==> config.mk <==
export PLATFORM = sky130hd
export DESIGN_NAME = searchable_bounded_fifo
export DESIGN_NICKNAME = d
export VERILOG_FILES = /design/src/rtl/sbf_pkg.sv /design/src/rtl/sbf_ram.sv /design/src/rtl/searchable_bounded_fifo.sv
export VERILOG_INCLUDE_DIRS = /design/src /design/src/rtl
export SDC_FILE = /design/constraint.sdc
export NUM_CORES = 1
export LEC_CHECK = 0
export BUFFER_PORTS_ARGS = -buffer_cell sky130_fd_sc_hd__buf_2
export CAP_MARGIN = 10
export CORE_ASPECT_RATIO = 1.1
export CORE_UTILIZATION = 55
export CTS_CLUSTER_SIZE = 16
export DETAILED_ROUTE_END_ITERATION = 12
export PLACE_DENSITY = 0.73
export SETUP_SLACK_MARGIN = 0.15
export SYNTH_ARGS = -nofsm -noshare
export SYNTH_HDL_FRONTEND = slang
export SYNTH_SLANG_ARGS = --single-unit
==> constraint.sdc <==
create_clock -name clock -period 4.5 [get_ports clock]
set_clock_uncertainty 0.1 [all_clocks]
set_input_delay 0 -clock clock [delete_from_list [all_inputs] [get_ports clock]]
set_output_delay 0 -clock clock [all_outputs]
set_load 0.03 [all_outputs]
==> src/rtl/searchable_bounded_fifo_assert.svh <==
// assertion macros used by the searchable fifo top level
`ifndef SEARCHABLE_BOUNDED_FIFO_ASSERT_SVH
`define SEARCHABLE_BOUNDED_FIFO_ASSERT_SVH

// same-cycle implication, sampled on clock, off during reset
`define SBF_ASSERT_NOW(label, ante, cons) \
   label: assert property (@(posedge clock) disable iff (reset) (ante) |-> (cons)) \
      else $error("sbf assertion failed");

// next-cycle implication, sampled on clock, off during reset
`define SBF_ASSERT_NEXT(label, ante, cons) \
   label: assert property (@(posedge clock) disable iff (reset) (ante) |=> (cons)) \
      else $error("sbf assertion failed");

`endif

==> src/rtl/sbf_pkg.sv <==
// package: sizes, codes, ram write type and slot step functions for the searchable fifo
package sbf_pkg;

   localparam int DEPTH = 16;
   localparam int IDX_W = (DEPTH > 1) ? $clog2(DEPTH) : 1;
   localparam int CNT_W = $clog2(DEPTH + 1);
   localparam int CAP_W = 5;
   localparam int CMP_W = (CNT_W > CAP_W) ? CNT_W : CAP_W;

   localparam logic [CAP_W-1:0] CAP_RESET = 5'd16;

   localparam logic [1:0] CMD_QUERY = 2'd0;
   localparam logic [1:0] CMD_ENQ   = 2'd1;
   localparam logic [1:0] CMD_DEQ   = 2'd2;
   localparam logic [1:0] CMD_REPL  = 2'd3;

   localparam logic [1:0] STS_DONE  = 2'd0;
   localparam logic [1:0] STS_FULL  = 2'd1;
   localparam logic [1:0] STS_EMPTY = 2'd2;

   typedef struct packed {
      logic             en;
      logic [IDX_W-1:0] addr;
      logic [7:0]       data;
   } ram_wr_type;

   function automatic logic [IDX_W-1:0] slot_next(input logic [IDX_W-1:0] i);
      return (i == IDX_W'(DEPTH - 1)) ? '0 : i + IDX_W'(1);
   endfunction

   function automatic logic [IDX_W-1:0] slot_prev(input logic [IDX_W-1:0] i);
      return (i == '0) ? IDX_W'(DEPTH - 1) : i - IDX_W'(1);
   endfunction

endpackage

==> src/rtl/sbf_ram.sv <==
// entry store: one write port, one registered read port
module sbf_ram (
   input  logic                    clock,
   input  sbf_pkg::ram_wr_type     wr,
   input  logic                    rd_en,
   input  logic [sbf_pkg::IDX_W-1:0] rd_addr,
   output logic [7:0]              rd_data
);
   import sbf_pkg::*;

   logic [7:0] mem [DEPTH];
   logic [7:0] rd_data_ff;

   always_ff @(posedge clock) begin
      if (wr.en) begin
         mem[wr.addr] <= wr.data;
      end
   end

   always_ff @(posedge clock) begin
      if (rd_en) begin
         rd_data_ff <= mem[rd_addr];
      end
   end

   assign rd_data = rd_data_ff;

endmodule

==> src/rtl/searchable_bounded_fifo.sv <==
// top level: byte fifo with programmable capacity and serial key search
//
//   channel   direction  handshake            payload
//   req_      in         req_valid/req_ready  req_command, req_data
//   rsp_      out        rsp_valid/rsp_ready  rsp_status, rsp_front_valid,
//                                             rsp_front_data, rsp_occupancy,
//                                             rsp_full_flag, rsp_key_found
//   csr_      in         csr_wr_en            csr_wr_data (capacity)
//
// a word passes from accept to the next ready through an accept step in idle, a
// search that reads each stored entry through the single ram read port into the
// one byte comparator, and an update step that writes the store and loads rsp.
// synchronous active-high reset clears pointers, count and control; capacity
// resets to 16. the result register lets the next word be taken while a
// result waits; a stalled rsp only holds the update cycle.
module searchable_bounded_fifo (
   input  logic                      clock,
   input  logic                      reset,
   input  logic                      req_valid,
   output logic                      req_ready,
   input  logic [1:0]                req_command,
   input  logic [7:0]                req_data,
   output logic                      rsp_valid,
   input  logic                      rsp_ready,
   output logic [1:0]                rsp_status,
   output logic                      rsp_front_valid,
   output logic [7:0]                rsp_front_data,
   output logic [4:0]                rsp_occupancy,
   output logic                      rsp_full_flag,
   output logic                      rsp_key_found,
   input  logic                      csr_wr_en,
   input  logic [sbf_pkg::CAP_W-1:0] csr_wr_data
);
   import sbf_pkg::*;

   // sequencer states
   localparam logic [1:0] ST_IDLE   = 2'd0;
   localparam logic [1:0] ST_SEARCH = 2'd1;
   localparam logic [1:0] ST_UPDATE = 2'd2;

   logic [1:0]       state_ff, state_in;
   logic [IDX_W-1:0] head_ff, head_in;
   logic [IDX_W-1:0] tail_ff, tail_in;
   logic [CNT_W-1:0] count_ff, count_in;
   logic [CAP_W-1:0] cap_ff;

   // latched word and search progress
   logic [1:0]       cmd_ff, cmd_in;
   logic [7:0]       key_ff, key_in;
   logic             full_ff, full_in;
   logic [IDX_W-1:0] pos_ff, pos_in;
   logic [CNT_W-1:0] iss_ff, iss_in;
   logic             pend_ff, pend_in;
   logic             first_ff, first_in;
   logic             found_ff, found_in;
   logic [7:0]       front_ff, front_in;

   // result register
   logic             rsp_valid_ff, rsp_valid_in;
   logic [1:0]       rsp_status_ff, rsp_status_in;
   logic             rsp_fvalid_ff, rsp_fvalid_in;
   logic [7:0]       rsp_fdata_ff, rsp_fdata_in;
   logic [4:0]       rsp_occ_ff, rsp_occ_in;
   logic             rsp_full_ff, rsp_full_in;
   logic             rsp_found_ff, rsp_found_in;

   // ram side
   ram_wr_type       ram_wr;
   logic             rd_en;
   logic [7:0]       rd_data;

   logic [CMP_W-1:0] cap_ext;
   logic [CMP_W-1:0] eff_cap;
   logic             full_now;
   logic             nonempty;
   logic             out_free;
   logic [1:0]       status;
   logic             do_write;

   sbf_ram u_ram (
      .clock   (clock),
      .wr      (ram_wr),
      .rd_en   (rd_en),
      .rd_addr (pos_ff),
      .rd_data (rd_data)
   );

   // capacity above depth clamps to depth; zero means always full
   assign cap_ext  = CMP_W'(cap_ff);
   assign eff_cap  = (cap_ext > CMP_W'(DEPTH)) ? CMP_W'(DEPTH) : cap_ext;
   assign full_now = CMP_W'(count_ff) >= eff_cap;
   assign nonempty = count_ff != '0;
   assign out_free = !rsp_valid_ff || rsp_ready;

   assign req_ready = (state_ff == ST_IDLE);
   assign rd_en     = (state_ff == ST_SEARCH) && (iss_ff != count_ff);

   // status of the latched command against the pre-step state
   always_comb begin
      status = STS_DONE;
      case (cmd_ff) inside
         CMD_ENQ: begin
            if (full_ff) status = STS_FULL;
         end
         CMD_DEQ, CMD_REPL: begin
            if (!nonempty) status = STS_EMPTY;
         end
         default: status = STS_DONE;
      endcase
   end

   // store write: enqueue at tail, replace at the slot before tail
   assign do_write = (state_ff == ST_UPDATE) && out_free && (status == STS_DONE) &&
                     ((cmd_ff == CMD_ENQ) || (cmd_ff == CMD_REPL));
   assign ram_wr.en   = do_write;
   assign ram_wr.addr = (cmd_ff == CMD_ENQ) ? tail_ff : slot_prev(tail_ff);
   assign ram_wr.data = key_ff;

   always_comb begin
      state_in      = state_ff;
      head_in       = head_ff;
      tail_in       = tail_ff;
      count_in      = count_ff;
      cmd_in        = cmd_ff;
      key_in        = key_ff;
      full_in       = full_ff;
      pos_in        = pos_ff;
      iss_in        = iss_ff;
      pend_in       = 1'b0;
      first_in      = first_ff;
      found_in      = found_ff;
      front_in      = front_ff;
      rsp_valid_in  = rsp_valid_ff && !rsp_ready;
      rsp_status_in = rsp_status_ff;
      rsp_fvalid_in = rsp_fvalid_ff;
      rsp_fdata_in  = rsp_fdata_ff;
      rsp_occ_in    = rsp_occ_ff;
      rsp_full_in   = rsp_full_ff;
      rsp_found_in  = rsp_found_ff;

      unique case (state_ff)
         ST_IDLE: begin
            if (req_valid) begin
               // snapshot the word and the full flag, search starts at head
               cmd_in   = req_command;
               key_in   = req_data;
               full_in  = full_now;
               pos_in   = head_ff;
               iss_in   = '0;
               first_in = 1'b1;
               found_in = 1'b0;
               front_in = 8'd0;
               state_in = ST_SEARCH;
            end
         end
         ST_SEARCH: begin
            // issue one read a cycle, compare the byte read last cycle
            if (rd_en) begin
               pos_in  = slot_next(pos_ff);
               iss_in  = iss_ff + CNT_W'(1);
               pend_in = 1'b1;
            end
            if (pend_ff) begin
               if (rd_data == key_ff) found_in = 1'b1;
               // first byte read is the head entry
               if (first_ff) begin
                  front_in = rd_data;
                  first_in = 1'b0;
               end
            end
            if (!rd_en) state_in = ST_UPDATE;
         end
         ST_UPDATE: begin
            if (out_free) begin
               rsp_valid_in  = 1'b1;
               rsp_status_in = status;
               rsp_fvalid_in = nonempty;
               rsp_fdata_in  = front_ff;
               rsp_occ_in    = 5'(count_ff);
               rsp_full_in   = full_ff;
               rsp_found_in  = found_ff;
               if (status == STS_DONE) begin
                  if (cmd_ff == CMD_ENQ) begin
                     tail_in  = slot_next(tail_ff);
                     count_in = count_ff + CNT_W'(1);
                  end else if (cmd_ff == CMD_DEQ) begin
                     head_in  = slot_next(head_ff);
                     count_in = count_ff - CNT_W'(1);
                  end
               end
               state_in = ST_IDLE;
            end
         end
         default: state_in = ST_IDLE;
      endcase
   end

   always_ff @(posedge clock) begin
      if (reset) begin
         state_ff     <= ST_IDLE;
         head_ff      <= '0;
         tail_ff      <= '0;
         count_ff     <= '0;
         cap_ff       <= CAP_RESET;
         pend_ff      <= 1'b0;
         rsp_valid_ff <= 1'b0;
      end else begin
         state_ff     <= state_in;
         head_ff      <= head_in;
         tail_ff      <= tail_in;
         count_ff     <= count_in;
         if (csr_wr_en) cap_ff <= csr_wr_data;
         pend_ff      <= pend_in;
         rsp_valid_ff <= rsp_valid_in;
      end
   end

   always_ff @(posedge clock) begin
      cmd_ff        <= cmd_in;
      key_ff        <= key_in;
      full_ff       <= full_in;
      pos_ff        <= pos_in;
      iss_ff        <= iss_in;
      first_ff      <= first_in;
      found_ff      <= found_in;
      front_ff      <= front_in;
      rsp_status_ff <= rsp_status_in;
      rsp_fvalid_ff <= rsp_fvalid_in;
      rsp_fdata_ff  <= rsp_fdata_in;
      rsp_occ_ff    <= rsp_occ_in;
      rsp_full_ff   <= rsp_full_in;
      rsp_found_ff  <= rsp_found_in;
   end

   assign rsp_valid       = rsp_valid_ff;
   assign rsp_status      = rsp_status_ff;
   assign rsp_front_valid = rsp_fvalid_ff;
   assign rsp_front_data  = rsp_fdata_ff;
   assign rsp_occupancy   = rsp_occ_ff;
   assign rsp_full_flag   = rsp_full_ff;
   assign rsp_key_found   = rsp_found_ff;

`include "searchable_bounded_fifo_assert.svh"

   // count never passes the store depth
   `SBF_ASSERT_NOW(a_count_max, 1'b1, count_ff <= CNT_W'(DEPTH))
   // empty or completely full queue has head and tail on the same slot
   `SBF_ASSERT_NOW(a_ptr_match, (count_ff == '0) || (count_ff == CNT_W'(DEPTH)), head_ff == tail_ff)
   // a read issued in search is compared in the next cycle
   `SBF_ASSERT_NEXT(a_read_cmp, rd_en, pend_ff && (state_ff == ST_SEARCH))
   // no compare is left pending when the sequencer is idle
   `SBF_ASSERT_NOW(a_idle_quiet, state_ff == ST_IDLE, !pend_ff)
   // store is written only in the update cycle that loads a result
   `SBF_ASSERT_NEXT(a_write_rsp, ram_wr.en, rsp_valid_ff && (state_ff == ST_IDLE))

endmodule
==> summary.txt <==
Max VDD drop = 459 uV
status = complete, no violations
Area Growth Syn to Fin = 16.7%
DP HPWL = 11.4 mm
Die H = 133 um
routability cong. = 0.908
Synth Area in Simple Gates = 7.34%
share of layout cells above drive strength 1 = 16.8%
clock power share = 41.1%
Inserted Diodes = 0
Skew-Pair Late Insertion Delay = 0.49 ns
total track usage = 22.7%
Pleak = 0.00348 uW
Routed wire per std cell = 20.6 um
CP Max Fanout = 10
PD cells = 450 nW/um^2
xor and xnor area share after synthesis = 2.26%
Hold Vio Cnt, Final = 0
multiplexer share of the synthesized area = 9.40%
Main synth FF type = edfxtp_1
Synth Net Count = 590
post-synth top area share = 64.8%
worst relative slew slack = 32.1%
Compound-Gate Fraction of Synth Area = 6.26%
maxcap violations = 0
clk root buf = clkbuf_16
DRT Wirelength = 17.3 mm
most frequent cells in the layout = 184 x edfxtp_1, 50 x nor2_1, 39 x buf_2
fin crit period = 2.96 ns
Async SR Flop Fraction = 0%
Final nets = 664
commonest non-fill, non-tap cell in the layout = edfxtp_1
Detailed Route Iter0 Violations = 445
Adder-Cell Fraction of Synth Area = 2.58%
drt drc = 0
synth warn = 0
io pins = 40
Chip Width = 121 um
flops & latches, synth = 206
Mapped Cells = 553
Core ar. = 15100 um^2
largest family of logic cells by synthesized area = multiplexers
drt pass-1 iters = 5
fill cell total of the finished layout = 1014
initial antenna violation count = 0
ranking of synthesized cells by area = edfxtp_1 65%, dfxtp_1 5.2%, mux4_2 4.2%, mux2i_1 4.1%, ha_1 2.3%
Synth Area per Inst = 15.4 um^2
sequential share of power = 49.9%
total net switching power = 965 uW
Netlist cell types = 55
Least-Margin Pin Slew = 1.02 ns
Clock Tree Buf Depth = 3
Setup crit end kind = flop
largest net degree at the start of global routing = 53
crit path DAT = 2.97 ns
total CTS buffers = 21
max incr delay on CP = 0.60 ns
RSZ-0062 raised after global routing = no
grt total ovfl = 0
IO buf count = 39
row cnt = 47
final setup violation count = 0
post-route ant nets = 0
dpl cell area = 8900 um^2
largest area contributor in the netlist = edfxtp_1
WS Path Type = reg -> reg
critical-path cell list = ha_1, and2_4, or3_4, nor3_1, nand2_1, nor2_1
Setup TNS = 0 ns
Required @ worst endpoint = 4.52 ns
Initial Utilization = 56.4%
vias in the first global route = 4875
Slew Viols, Final = 0
HP Class = in -> reg
Netlist Area Pre-Place = 8520 um^2
Clk pin slew, worst setup/hold paths = 0.06 ns
Post-synth EDFFs = 184
vias per cell = 5.81
register area share after synthesis = 70.0%
# H-tree levels = 1
CTS tree = built
clock tree sinks = 206
final critical-path share of the clock period = 65.7%
Critical Path Source Type = flop
Gate power share = 9.0%
Post-Layout Inst Area = 9940 um^2
die area = 16000 um^2
CP max stage cell = nor2_1
cell-internal power = 3510 uW
Fmax = 0.338 GHz
Net Sw Frac = 21.6%
first-pass GRT wire length = 26.9 mm
via count = 4870
==> cell usage after synthesis (2+ instances only) <==
library cell / count
edfxtp_1: 184
nor2_1: 50
mux2i_1: 35
nand2_1: 28
o21ai_0: 23
dfxtp_1: 22
a21oi_1: 18
inv_1: 17
ha_1: 16
mux4_2: 16
xor2_1: 13
clkbuf_1: 12
a22oi_1: 11
and2_1: 10
nor3_1: 9
xnor2_1: 9
a221oi_1: 8
mux2_2: 8
buf_2: 7
nor2b_1: 6
a31oi_1: 4
nand2b_1: 4
nand3_1: 4
buf_1: 3
a2111oi_0: 2
a21o_1: 2
a32o_1: 2
and3_1: 2
nor4_1: 2
==> final cells by class <==
type	count	area, um^2	share of cell area [%]
sequential	206	5970	60.0
timing repair buffer	75	541	5.44
clock buffer	28	562	5.65
tap	196	245	2.47
inverter	18	72.6	0.730
clock inverter	10	181	1.83
multi-input combinational	305	2370	23.9
==> stage by stage <==
stage          utilization, %  instances  worst slack [ns]  total power [uW]  hold slack [ns]
2_1_floorplan               -        553              2.00              2530         -0.00113
3_3_place_gp             58.9        770              1.67              2640           0.0794
3_5_place_dp             58.9        770              1.52              2650           0.0781
4_1_cts                  65.8        838              1.50              4500            0.102
5_1_grt                  65.8        838              1.35              4610            0.126
6_report                 65.8        838              1.54              4470            0.127
==> state kept, by name, summed over array words and instances (netlist names), 2 cells and up <==
register and cells:
cmd_ff 2, pos_ff 4, head_ff 4, iss_ff 5, cap_ext 5, u_ram.mem 128, front_ff 8, tail_ff 4
rsp_front_data 8, u_ram.rd_data 8, rsp_status 2, rsp_occupancy 5, count_ff 5, state_ff 2, key_ff 8
==> cells by family (layout without fill, tap and decap cells) <==
| family | Yosys count | after routing |
|---|---|---|
| DFF | 206 | 206 |
| and+or+nand+nor | 126 | 126 |
| AOI/OAI and AO/OA | 81 | 81 |
| muxes | 59 | 59 |
| buffers and inverters | 42 | 131 |
| xor gates and xnor gates | 22 | 22 |
| adders and majority gates | 17 | 17 |
==> worst max-delay path, delay by kind of cell, from the launching register on <==
kind                     cells  cell delay (ns)
AND/OR/NAND/NOR              5             1.69
flip-flops                   1             0.41
adder cells (fa/ha/maj)      1             0.38
==> power groups by stage <==
stage | sequential (uW) | clock, uW | combinational, uW
floorplan | 2240 | 0 | 293
global placement | 2270 | 0 | 368
detailed placement | 2270 | 0 | 377
CTS | 2230 | 1870 | 400
global route | 2240 | 1940 | 438
finish | 2230 | 1840 | 403
==> path summary, 6_finish.rpt <==
| check | start | endpoint | slack (ns) | depth (start not counted) |
|---|---|---|---|---|
| max | cmd_ff[0]$_DFFE_PP_ | u_ram.mem[15][0]$_DFFE_PP_ | 1.54 | 6 |
| min | req_data[2] | key_ff[2]$_DFFE_PP_ | 0.13 | 2 |
| max reg2reg | cmd_ff[0]$_DFFE_PP_ | u_ram.mem[15][0]$_DFFE_PP_ | 1.54 | 6 |
| min reg2reg | front_ff[1]$_SDFFCE_PN0P_ | rsp_front_data[1]$_DFFE_PP_ | 0.31 | 0 |
==> per-layer routing <==
layer	up-vias	global-route usage (%)	wire length, um
met3	54	3.45	873
met5	-	0	0
met1	2375	28.5	7110
li1	2260	-	-
met4	0	9.60	757
met2	181	39.1	8540
==> repair_timing <==
action / CTS / global route
setup buffers: 0 / 0
endpoints found under the hold margin: 32 / 0
gates resized for setup: 0 / 0
endpoints found under the setup margin: 0 / 0
hold buffers: 30 / 0
(Power assumes the default switching activity.)
